==> src/rtl/tpp_pkg.sv <==
package tpp_pkg;

    localparam int PIX_W         = 8;
    localparam int MAX_WIDTH_DEF = 1024;
    localparam int Q_DEPTH_DEF   = 4;
    localparam int LINES         = 3;
    localparam int WIN_N         = 16;
    localparam int MODE_W        = 2;
    localparam int WIDTH_W       = 11;
    localparam int HEIGHT_W      = 13;
    localparam int ROW_W         = 12;
    localparam int CFG_IDX_W     = 2;
    localparam int CFG_DATA_W    = 13;
    localparam int MIN_SIZE      = 4;
    localparam int MAX_HEIGHT    = 4096;
    localparam int GRAD_W        = 17;
    localparam int RING_N        = 8;

    localparam logic [CFG_IDX_W-1:0] CFG_MODE   = 2'd0;
    localparam logic [CFG_IDX_W-1:0] CFG_WIDTH  = 2'd1;
    localparam logic [CFG_IDX_W-1:0] CFG_HEIGHT = 2'd2;

    localparam logic [MODE_W-1:0] MODE_DIR  = 2'd0;
    localparam logic [MODE_W-1:0] MODE_MAG  = 2'd1;
    localparam logic [MODE_W-1:0] MODE_NBR  = 2'd2;
    localparam logic [MODE_W-1:0] MODE_ZERO = 2'd3;

    localparam logic [MODE_W-1:0]   MODE_RST   = MODE_DIR;
    localparam logic [WIDTH_W-1:0]  WIDTH_RST  = 11'd1024;
    localparam logic [HEIGHT_W-1:0] HEIGHT_RST = 13'd480;

    typedef logic [PIX_W-1:0] t_pix;
    typedef t_pix [WIN_N-1:0] t_win;

    typedef struct packed {
        t_win win;
        logic zero;
    } t_job;

    typedef struct packed {
        logic [WIDTH_W-1:0]  width;
        logic [HEIGHT_W-1:0] height;
    } t_dims;

endpackage

==> src/rtl/tpp_queue.sv <==
module tpp_queue #(
    parameter int DEPTH = tpp_pkg::Q_DEPTH_DEF
) (
    input  logic                         i_clk,
    input  logic                         i_rst_n,
    input  logic                         i_push,
    input  tpp_pkg::t_job                i_data,
    input  logic                         i_pop,
    output logic                         o_valid,
    output tpp_pkg::t_job                o_data,
    output logic [$clog2(DEPTH+1)-1:0]   o_count
);

    import tpp_pkg::*;

    localparam int PTR_W = $clog2(DEPTH);
    localparam int CNT_W = $clog2(DEPTH + 1);

    t_job             r_mem [DEPTH];
    logic [PTR_W-1:0] r_wp;
    logic [PTR_W-1:0] r_rp;
    logic [CNT_W-1:0] r_count;

    always_ff @(posedge i_clk) begin
        if (!i_rst_n) begin
            r_wp    <= '0;
            r_rp    <= '0;
            r_count <= '0;
        end else begin
            if (i_push) begin
                r_wp <= (r_wp == PTR_W'(DEPTH - 1)) ? '0 : r_wp + PTR_W'(1);
            end
            if (i_pop) begin
                r_rp <= (r_rp == PTR_W'(DEPTH - 1)) ? '0 : r_rp + PTR_W'(1);
            end
            if (i_push && !i_pop) begin
                r_count <= r_count + CNT_W'(1);
            end else if (!i_push && i_pop) begin
                r_count <= r_count - CNT_W'(1);
            end
        end
    end

    always_ff @(posedge i_clk) begin
        if (i_push) begin
            r_mem[r_wp] <= i_data;
        end
    end

    assign o_valid = r_count != '0;
    assign o_data  = r_mem[r_rp];
    assign o_count = r_count;

endmodule

==> config.mk <==
export PLATFORM = sky130hd
export DESIGN_NAME = tpp_queue
export DESIGN_NICKNAME = d
export VERILOG_FILES = /design/src/rtl/tpp_pkg.sv /design/src/rtl/tpp_queue.sv
export SDC_FILE = /design/constraint.sdc
export NUM_CORES = 1
export LEC_CHECK = 0
export ABC_AREA = 1
export BUFFER_PORTS_ARGS = -buffer_cell sky130_fd_sc_hd__buf_2
export CORE_AREA = 8 8 195 197
export CTS_CLUSTER_DIAMETER = 50
export CTS_CLUSTER_SIZE = 30
export DETAILED_ROUTE_END_ITERATION = 10
export DIE_AREA = 0 0 203 205
export PLACE_DENSITY_LB_ADDON = 0.25
export SLEW_MARGIN = 25
export SYNTH_ARGS = -nofsm -noshare
export SYNTH_HDL_FRONTEND = slang
export SYNTH_SLANG_ARGS = --single-unit
==> constraint.sdc <==
create_clock -name i_clk -period 3.89 [get_ports i_clk]
set_input_delay 0.1945 -clock i_clk [delete_from_list [all_inputs] [get_ports i_clk]]
set_output_delay 0.1945 -clock i_clk [all_outputs]
set_load 0.05 [all_outputs]
==> results.py <==
metrics = {
    "critical_path": {
        "cp.required_ps": 3700,
        "critPathKind": "reg2out",
        "crit_path_max_fanout": 216,
        "crit_slowest_cell": "dfxtp_4",
        "cp_cell_sequence": "buf_12 -> o21ai_0 -> o22ai_1 -> buf_2",
        "critPathTopFamily": "buffers and inverters",
        "startpoint_type": "register",
        "critPathMaxStageDelay_ps": 680,
        "arrival_ps": 2890,
        "crit_buf_inv": 2,
        "endpoint_kind": "output pin",
    },
    "clock_tree": {
        "clockBufferDepth": 3,
        "clock_latency_ps": 550,
        "cts-root-buf": "clkbuf_16",
        "clkSinkCount": 525,
        "cts_tree": "built",
        "cts_setup_buffers": 0,
        "htreeDepth": 2,
        "clk_pin_slew_ps": 70,
        "cts_buffers": 42,
    },
    "synth": {
        "postSynthAreaPerCell_um2": 14.98,
        "synth_edf_count": 516,
        "synth.most_common_cell": "edfxtp_1",
        "synth.cells.most_frequent": "edfxtp_1 (516), nor2_1 (267), o21ai_0 (167)",
        "ys_types": 21,
        "syn_area_um2": 19560,
        "synth_ff_type": "edfxtp_1",
        "synth_top_area_frac": 0.7921,
        "synth_top_area_cell": "edfxtp_1",
        "synthCells": 1306,
        "synth_warnings": 0,
        "ys_ff_latch": 525,
        "mappedNetlistNets": 1446,
        "seq_area_frac_synth": 0.8013,
        "async_reset_ff_frac": 0,
        "netlist_top_cells_area": "edfxtp_1 (79%), nor2_1 (5.1%), o21ai_0 (4.3%)",
    },
    "die": {
        "dieHeight_um": 205,
        "start_util": 0.5595,
        "dieArea_um2": 41620,
        "die_w_um": 203,
        "core.rowCount": 69,
        "io-pin-count": 266,
        "core_area_um2": 34960,
    },
    "global_route": {
        "grt_max_degree": 217,
        "gr-total-overflow": 0,
        "grt_pass1_vias": 12266,
        "antenna_found_initial": 3,
        "grt.total_usage": 0.2076,
        "grt_pass1_wl_um": 68520,
    },
    "drt": {
        "vias": 12200,
        "wl_um": 44490,
        "first_iter_violations": 779,
        "avgRoutedWirePerCell_um": 20.43,
        "dr.pass1.iters": 5,
        "via_per_inst": 5.601,
        "drcViolationCount": 0,
        "ant_nets": 0,
    },
    "timing": {
        "finalClockSkew_ps": 27.68,
        "fin_tns_setup_ps": 0,
        "slew_viol_final": 0,
        "setup_viol": 0,
        "clock.fmax_ghz": 0.3240,
        "fin_crit_sh": 0.7935,
        "min_period_ps": 3087,
        "worst_pin_slew_ps": 1005,
        "rsz0062_at_grt": "no",
        "slew_headroom": 0.3299,
        "hold_violations": 0,
    },
    "status": {
        "status": "completed",
    },
    "final_layout": {
        "utilization": 0.6873,
        "fillers": 2336,
        "multi_input_area_um2": 3289,
        "drive_above_1_share": 0.2130,
        "seq_area_um2": 15680,
        "nets": 1822,
        "synthToLayoutAreaGrowth_pct": 22.85,
    },
    "hold_path": {
        "hp-class": "in2reg",
    },
    "power_and_ir_drop": {
        "ir_drop_mv": 0.5759,
        "p_leak_nw": 8.475,
        "power_density_nw_per_um2": 543.4,
        "p_total_w": 0.01306,
    },
    "place": {
        "dpl.hpwl_um": 24820,
        "io_buffers": 265,
        "gp_congestion": 0.7371,
    },
    "flow_run": {
        "drv_cap": 0,
    },
}
-- cell usage in the layout, fill, tap and decap left out, types with 2 or more instances in the layout --
| cell | count |
|---|---|
| edfxtp_1 | 516 |
| nor2_1 | 267 |
| buf_2 | 265 |
| o21ai_0 | 167 |
| dlygate4sd3_1 | 131 |
| o22ai_1 | 129 |
| o21ai_1 | 94 |
| clkbuf_16 | 45 |
| buf_4 | 13 |
| inv_1 | 10 |
| nand2_1 | 9 |
| inv_6 | 7 |
| dfxtp_1 | 7 |
| buf_12 | 7 |
| ha_1 | 6 |
| inv_4 | 5 |
| inv_8 | 4 |
| bufinv_16 | 4 |
| clkinv_8 | 4 |
| diode_2 | 3 |
| a21oi_1 | 3 |
| clkinv_4 | 3 |
| nor3_1 | 2 |
| dfxtp_4 | 2 |
| clkbuf_1 | 2 |
| clkinvlp_4 | 2 |
| inv_12 | 2 |
| clkinv_1 | 2 |
-- layer usage --
metal,GRT usage,vias up,routed length (um),share of wire
li1,-,5699,-,-
met1,0.2692,6025,18310,0.41
met2,0.3541,418,22150,0.50
met3,0.04807,58,3207,0.072
met4,0.04869,0,828,0.019
met5,0,-,0,0
-- path summary, 6_finish.rpt --
check | from | end | slack, ps | cells after the start
worst max-delay path | register | o_data[78] | 800 | 4
worst min register to register | r_wp[1]$_SDFFE_PN0P_ | r_wp[1]$_SDFFE_PN0P_ | 540 | 2
worst max register to register | r_wp[0]$_SDFFE_PN0P_ | r_mem[2][82]$_DFFE_PP_ | 1830 | 5
worst min-delay path | i_push | r_wp[1]$_SDFFE_PN0P_ | 40 | 3
-- cells by family (layout without fill, tap and decap cells) --
family,count (synthesis),in the layout,share of synthesized area
xor+xnor,1,1,0.0004478
compound gates,393,393,0.1088
simple gates,280,280,0.05405
other cells,0,3,0
fa+ha+maj,7,7,0.004861
buf+inv,100,508,0.03057
flops,525,525,0.8013
-- through the flow --
step / hold slack (ps) / worst slack, ps / area, um2 / instances
finish: 40.56 / 803.2 / 24030 / 2178
global route: 52.64 / 618.0 / 24030 / 2177
CTS: 9.768 / 841.5 / 24020 / 2175
detailed placement: 409.7 / 1423 / 21190 / 1968
global placement: 408.3 / 1460 / 21190 / 1968
floorplan: 293.4 / 332.2 / 19560 / 1306
-- tightest hold or removal path: cells and delay by family --
kind / cells / cell delay (ps)
buffers and inverters: 2 / 260
AOI/OAI and AO/OA: 1 / 70
-- power breakdown --
group | switching [W] | leakage, nW | total [W] | internal (W)
Combinational | 0.00147 | 2.93 | 0.00195 | 0.000478
Clock | 0.00209 | 0.735 | 0.00457 | 0.00248
Sequential | 0.0000772 | 4.82 | 0.00654 | 0.00646
-- state kept, by name (all words and copies together) (netlist names), named ones only --
signal / flops
o_count: 3
r_mem: 516
r_rp: 2
r_wp: 2
-- area by class of cell --
type,instances,share of cell area
inverter,16,0.003332
tap,461,0.02400
timing repair buffer,416,0.1196
clock inverter,29,0.01609
multi-input combinational,681,0.1369
sequential,525,0.6526
clock buffer,47,0.04717
antenna,3,0.0003124
-- timing repair --
item / in CTS / in global routing
hold buffers: 131 / 0
hold endpoints to repair: 525 / 0
gates resized for setup: 0 / 0
(Power assumes the default switching activity.)
