--- src/rtl/tpp_pkg.sv ---
package tpp_pkg;

    localparam int PIX_W         = 8;
    localparam int MAX_WIDTH_DEF = 1024;
    localparam int Q_DEPTH_DEF   = 4;
    localparam int LINES         = 3;
    localparam int WIN_N         = 16;
    localparam int MODE_W        = 2;
    localparam int WIDTH_W       = 11;
    localparam int HEIGHT_W      = 13;
    localparam int ROW_W         = 12;
    localparam int CFG_IDX_W     = 2;
    localparam int CFG_DATA_W    = 13;
    localparam int MIN_SIZE      = 4;
    localparam int MAX_HEIGHT    = 4096;
    localparam int GRAD_W        = 17;
    localparam int RING_N        = 8;

    localparam logic [CFG_IDX_W-1:0] CFG_MODE   = 2'd0;
    localparam logic [CFG_IDX_W-1:0] CFG_WIDTH  = 2'd1;
    localparam logic [CFG_IDX_W-1:0] CFG_HEIGHT = 2'd2;

    localparam logic [MODE_W-1:0] MODE_DIR  = 2'd0;
    localparam logic [MODE_W-1:0] MODE_MAG  = 2'd1;
    localparam logic [MODE_W-1:0] MODE_NBR  = 2'd2;
    localparam logic [MODE_W-1:0] MODE_ZERO = 2'd3;

    localparam logic [MODE_W-1:0]   MODE_RST   = MODE_DIR;
    localparam logic [WIDTH_W-1:0]  WIDTH_RST  = 11'd1024;
    localparam logic [HEIGHT_W-1:0] HEIGHT_RST = 13'd480;

    typedef logic [PIX_W-1:0] t_pix;
    typedef t_pix [WIN_N-1:0] t_win;

    typedef struct packed {
        t_win win;
        logic zero;
    } t_job;

    typedef struct packed {
        logic [WIDTH_W-1:0]  width;
        logic [HEIGHT_W-1:0] height;
    } t_dims;

endpackage

--- src/rtl/tpp_back.sv ---
module tpp_back (
    input  logic                         i_clk,
    input  logic                         i_rst_n,
    input  logic [tpp_pkg::MODE_W-1:0]   i_mode,
    input  logic                         i_q_valid,
    input  tpp_pkg::t_job                i_job,
    output logic                         o_pop,
    output logic                         o_valid,
    input  logic                         i_ready,
    output tpp_pkg::t_pix                o_code
);

    import tpp_pkg::*;

    // window positions, row-major over rows -2..1 and columns -1..2 of the centre
    localparam int IDX_C = 9;
    localparam int IDX_B = 10;
    localparam int IDX_U = 5;
    localparam int RING_IDX [RING_N] = '{5, 4, 8, 12, 13, 14, 10, 6};
    localparam int H1_IDX [4] = '{7, 11, 15, 14};
    localparam int V1_IDX [4] = '{2, 6, 10, 9};
    localparam int H2_IDX [4] = '{13, 9, 5, 6};
    localparam int V2_IDX [4] = '{8, 4, 0, 1};

    function automatic logic [GRAD_W-1:0] grad_sq(t_pix b, t_pix u, t_pix a);
        logic signed [PIX_W:0]     db;
        logic signed [PIX_W:0]     du;
        logic signed [2*PIX_W+1:0] sb;
        logic signed [2*PIX_W+1:0] su;
        db = $signed({1'b0, b}) - $signed({1'b0, a});
        du = $signed({1'b0, u}) - $signed({1'b0, a});
        sb = db * db;
        su = du * du;
        return GRAD_W'(unsigned'(sb)) + GRAD_W'(unsigned'(su));
    endfunction

    function automatic t_pix dir_code(t_win w);
        t_pix code;
        t_pix dv;
        t_pix dh;
        code = '0;
        for (int k = 0; k < 4; k++) begin
            dv = w[V1_IDX[k]] - w[V2_IDX[k]];
            dh = w[H1_IDX[k]] - w[H2_IDX[k]];
            code[2*k+1] = dv[PIX_W-1];
            code[2*k]   = dv[PIX_W-1] ^ dh[PIX_W-1];
        end
        return code;
    endfunction

    logic                    r_b1_valid;
    logic [GRAD_W-1:0]       r_b1_grad [RING_N+1];
    t_pix                    r_b1_dir;
    logic                    r_b1_zero;
    logic                    r_out_valid;
    t_pix                    r_out_code;

    logic                    b1_take;
    logic                    b2_take;
    t_pix                    code;

    assign b2_take = !r_out_valid || i_ready;
    assign b1_take = !r_b1_valid || b2_take;
    assign o_pop   = i_q_valid && b1_take;

    always_ff @(posedge i_clk) begin
        if (o_pop) begin
            for (int d = 0; d < RING_N; d++) begin
                r_b1_grad[d] <= grad_sq(i_job.win[IDX_B], i_job.win[IDX_U],
                                        i_job.win[RING_IDX[d]]);
            end
            r_b1_grad[RING_N] <= grad_sq(i_job.win[IDX_B], i_job.win[IDX_U],
                                         i_job.win[IDX_C]);
            r_b1_dir  <= dir_code(i_job.win);
            r_b1_zero <= i_job.zero;
        end
    end

    always_comb begin
        code = '0;
        unique case (i_mode)
            MODE_DIR: begin
                code = r_b1_dir;
            end
            MODE_MAG: begin
                for (int d = 0; d < RING_N; d++) begin
                    code[d] = r_b1_grad[d] >= r_b1_grad[RING_N];
                end
            end
            MODE_NBR: begin
                for (int d = 0; d < RING_N - 1; d++) begin
                    code[d] = r_b1_grad[d] >= r_b1_grad[d+1];
                end
            end
            MODE_ZERO: begin
                code = '0;
            end
            default: begin
                code = '0;
            end
        endcase
        if (r_b1_zero) begin
            code = '0;
        end
    end

    always_ff @(posedge i_clk) begin
        if (!i_rst_n) begin
            r_b1_valid  <= 1'b0;
            r_out_valid <= 1'b0;
        end else begin
            if (b1_take) begin
                r_b1_valid <= i_q_valid;
            end
            if (b2_take) begin
                r_out_valid <= r_b1_valid;
            end
        end
    end

    always_ff @(posedge i_clk) begin
        if (b2_take && r_b1_valid) begin
            r_out_code <= code;
        end
    end

    assign o_valid = r_out_valid;
    assign o_code  = r_out_code;

endmodule

--- config.mk ---
export PLATFORM = sky130hd
export DESIGN_NAME = tpp_back
export DESIGN_NICKNAME = d
export VERILOG_FILES = /design/src/rtl/tpp_pkg.sv /design/src/rtl/tpp_back.sv
export SDC_FILE = /design/constraint.sdc
export NUM_CORES = 2
export LEC_CHECK = 0
export ABC_AREA = 1
export CAP_MARGIN = 25
export CORE_MARGIN = 5
export CORE_UTILIZATION = 45
export DETAILED_ROUTE_END_ITERATION = 8
export DONT_BUFFER_PORTS = 1
export SLEW_MARGIN = 40
export SYNTH_ARGS = -nofsm -noshare
export SYNTH_HDL_FRONTEND = slang
export SYNTH_SLANG_ARGS = --single-unit
--- constraint.sdc ---
create_clock -name i_clk -period 12.03 [get_ports i_clk]
set_clock_uncertainty 0.15 [all_clocks]
set_input_delay 2.406 -clock i_clk [delete_from_list [all_inputs] [get_ports i_clk]]
set_output_delay 2.406 -clock i_clk [all_outputs]
set_load 0.1 [all_outputs]
==> flow_metrics.tcl <==
set metrics [dict create \
    multi_input_area_mm2 0.04667 \
    min_from "r_b1_valid" \
    min_period_ps 9866 \
    core_area_mm2 0.1295 \
    port_buffers 0 \
    crit_fanout 15 \
    die_y_um 371.1 \
    wl_um 143600 \
    synth_edf_count 159 \
    setup_viol 0 \
    vias 42240 \
    gp_congestion 0.9013 \
    cts-buffers-inserted 17 \
    async_flop_share_pct 0 \
    max_stage_delay_ps 550 \
    fin_nets 8931 \
    synthCells 6747 \
    ios 145 \
    rsz0062_at_grt "false" \
    grt_pass1_vias 43250 \
    yosysMostFrequentCell "inv_1" \
    crit_top_cell "fa_1" \
    fin_setup_tns_ps 0 \
    antenna_found_initial 8 \
    post-route-period-util_pct 82.02 \
    drc 0 \
    worstPathRequired_ps 12090 \
    r2r_cells 5 \
    r2r_start "o_valid" \
    grt_pass1_wl_um 232600 \
    synth_common_cells "inv_1, fa_1, ha_1" \
    cap_violations 0 \
    final-max-slew-violation-count 0 \
    register_area_mm2 0.004816 \
    dieWidth_um 371.1 \
    fmax_mhz 101.4 \
    grt_util_all_layers_pct 21.49 \
    hold_violations 0 \
    vias_per_cell 4.967 \
    cts.sinks 161 \
    post-dp-hpwl_um 123400 \
    area.growth.synth_to_final_pct 4.751 \
    drtIter0Drc 2695 \
    yosysWarnings 0 \
    root_buffer "clkbuf_16" \
    grt_max_degree 74 \
    holdPathStages 2 \
    cts_tree "done" \
    netlist_area_mm2 0.05867 \
    start_kind "input port" \
    yosysSeqAreaShare_pct 8.206 \
    nFillCells 12560 \
    ys.flop_type "edfxtp_1" \
    clk-insertion-delay-late_ps 460 \
    grt_overflow 0 \
    crit_slowest_cell "fa_1" \
    yosys.area.top_type "fa_1" \
    arrival_ps 9920 \
    tightest_slew_ps 922.6 \
    crit_start "i_job[81]" \
    synth_top_cell_area_share_pct 35.83 \
    cts_max_path_buffers 2 \
    yosysUniqueCellTypes 58 \
    ctsHoldBuffers 0 \
    drive_above_1_share_pct 2.560 \
    rows 132 \
    avgRoutedWirePerCell_um 16.89 \
    clk_pin_slew_ps 80 \
    min_path_type "register to register" \
    syn_nets 8933 \
    slew_headroom_pct 38.29 \
    drtAntennaViolNets 0 \
    end_kind "register" \
    worstSetupPathType "input port to register" \
    start_util_pct 45.31 \
    h-tree-depth 4 \
    cts_setup_buffers 0 \
    status "complete, no violations" \
    synthTopCellsByArea "fa_1, ha_1, inv_1" \
    die_area_mm2 0.1377 \
    synth_seq_cells 161 \
    ctsResizeCount 0 \
    first_pass_iters 6 \
    syn_avg_cell_area_um2 8.696 \
]
## sequential cells by signal, indices dropped and copies added (netlist names)
register    flops
r_b1_dir        8
r_b1_grad     142
o_code          8
r_b1_valid      1
r_b1_zero       1
o_valid         1
## cells in the final DEF (no fill, tap or decap), types with 8 or more instances in the layout
master     instances
clkbuf_16         17
and2_1            17
nand3b_1          17
edfxtp_1         159
xor2_2             8
buf_4             16
fa_1            1050
nand2_2           20
nand4_1           38
o211ai_1          25
nor2_1           564
xor2_1           160
nor3_1            41
o21ai_0           94
nand3_1          171
inv_1           1837
a21oi_1          305
clkinv_1          13
o21ai_1           14
xnor2_1          102
ha_1            1001
o2111ai_1          9
or2_2             38
a31oi_1           18
a21o_1            26
nand2_1          882
inv_2             18
## path summary, 6_finish.rpt
check / to / slack (ps)
worst max-delay path: r_b1_grad[5][13] / 2160
worst min-delay path: o_valid / 310
worst max register to register: r_b1_grad[1][6] / 9210
worst min register to register: o_valid / 310
## worst max-delay path: cells and delay by family
kind,cells,cell delay [ps]
xor+xnor,1,170
compound gates,5,810
buf+inv,9,1210
simple gates,8,850
fa+ha+maj,10,4470
## logic make-up (layout without fill, tap and decap cells)
group	after synthesis	after routing	synth area share, %
compound gates	531	531	5.101
xor+xnor	276	276	4.331
fa+ha+maj	2051	2051	57.17
buf+inv	1908	1919	12.28
flops	161	161	8.206
mux	1	1	0.01706
other cells	0	4	0
simple gates	1819	1819	12.89
## area by class of cell
type	instances	area share, %
sequential	161	7.836
clock inverter	15	0.3135
timing repair buffer	18	0.2321
inverter	1869	11.42
clock buffer	17	0.6922
tap	1742	3.546
multi-input combinational	4678	75.94
antenna	4	0.01629
## per-layer routing
| metal | part of all wire [%] | track usage [%] | routed length, um | up-vias |
|---|---|---|---|---|
| met5 | 0.068 | 0 | 97 | - |
| met4 | 2.0 | 4.056 | 2900 | 14 |
| met3 | 5.9 | 3.451 | 8470 | 132 |
| met2 | 46 | 35.15 | 66310 | 909 |
| met1 | 46 | 30.47 | 65830 | 20650 |
| li1 | - | - | - | 20540 |
## stage by stage
stage	hold slack, ps	cell area (um^2)	setup slack [ps]	instances	util (%)
2_1_floorplan	297.3	58670	2480	6747	-
4_1_cts	314.8	61440	2165	8500	47.45
3_5_place_dp	310.7	60820	1688	8468	46.97
6_report	314.1	61460	2164	8504	47.46
5_1_grt	367.7	61450	1777	8501	47.46
3_3_place_gp	310.3	60800	1355	8468	46.96
Power is left out: the tool's default activity adds up to more than one toggle a clock period on the data nets, which glitch-free logic cannot reach.
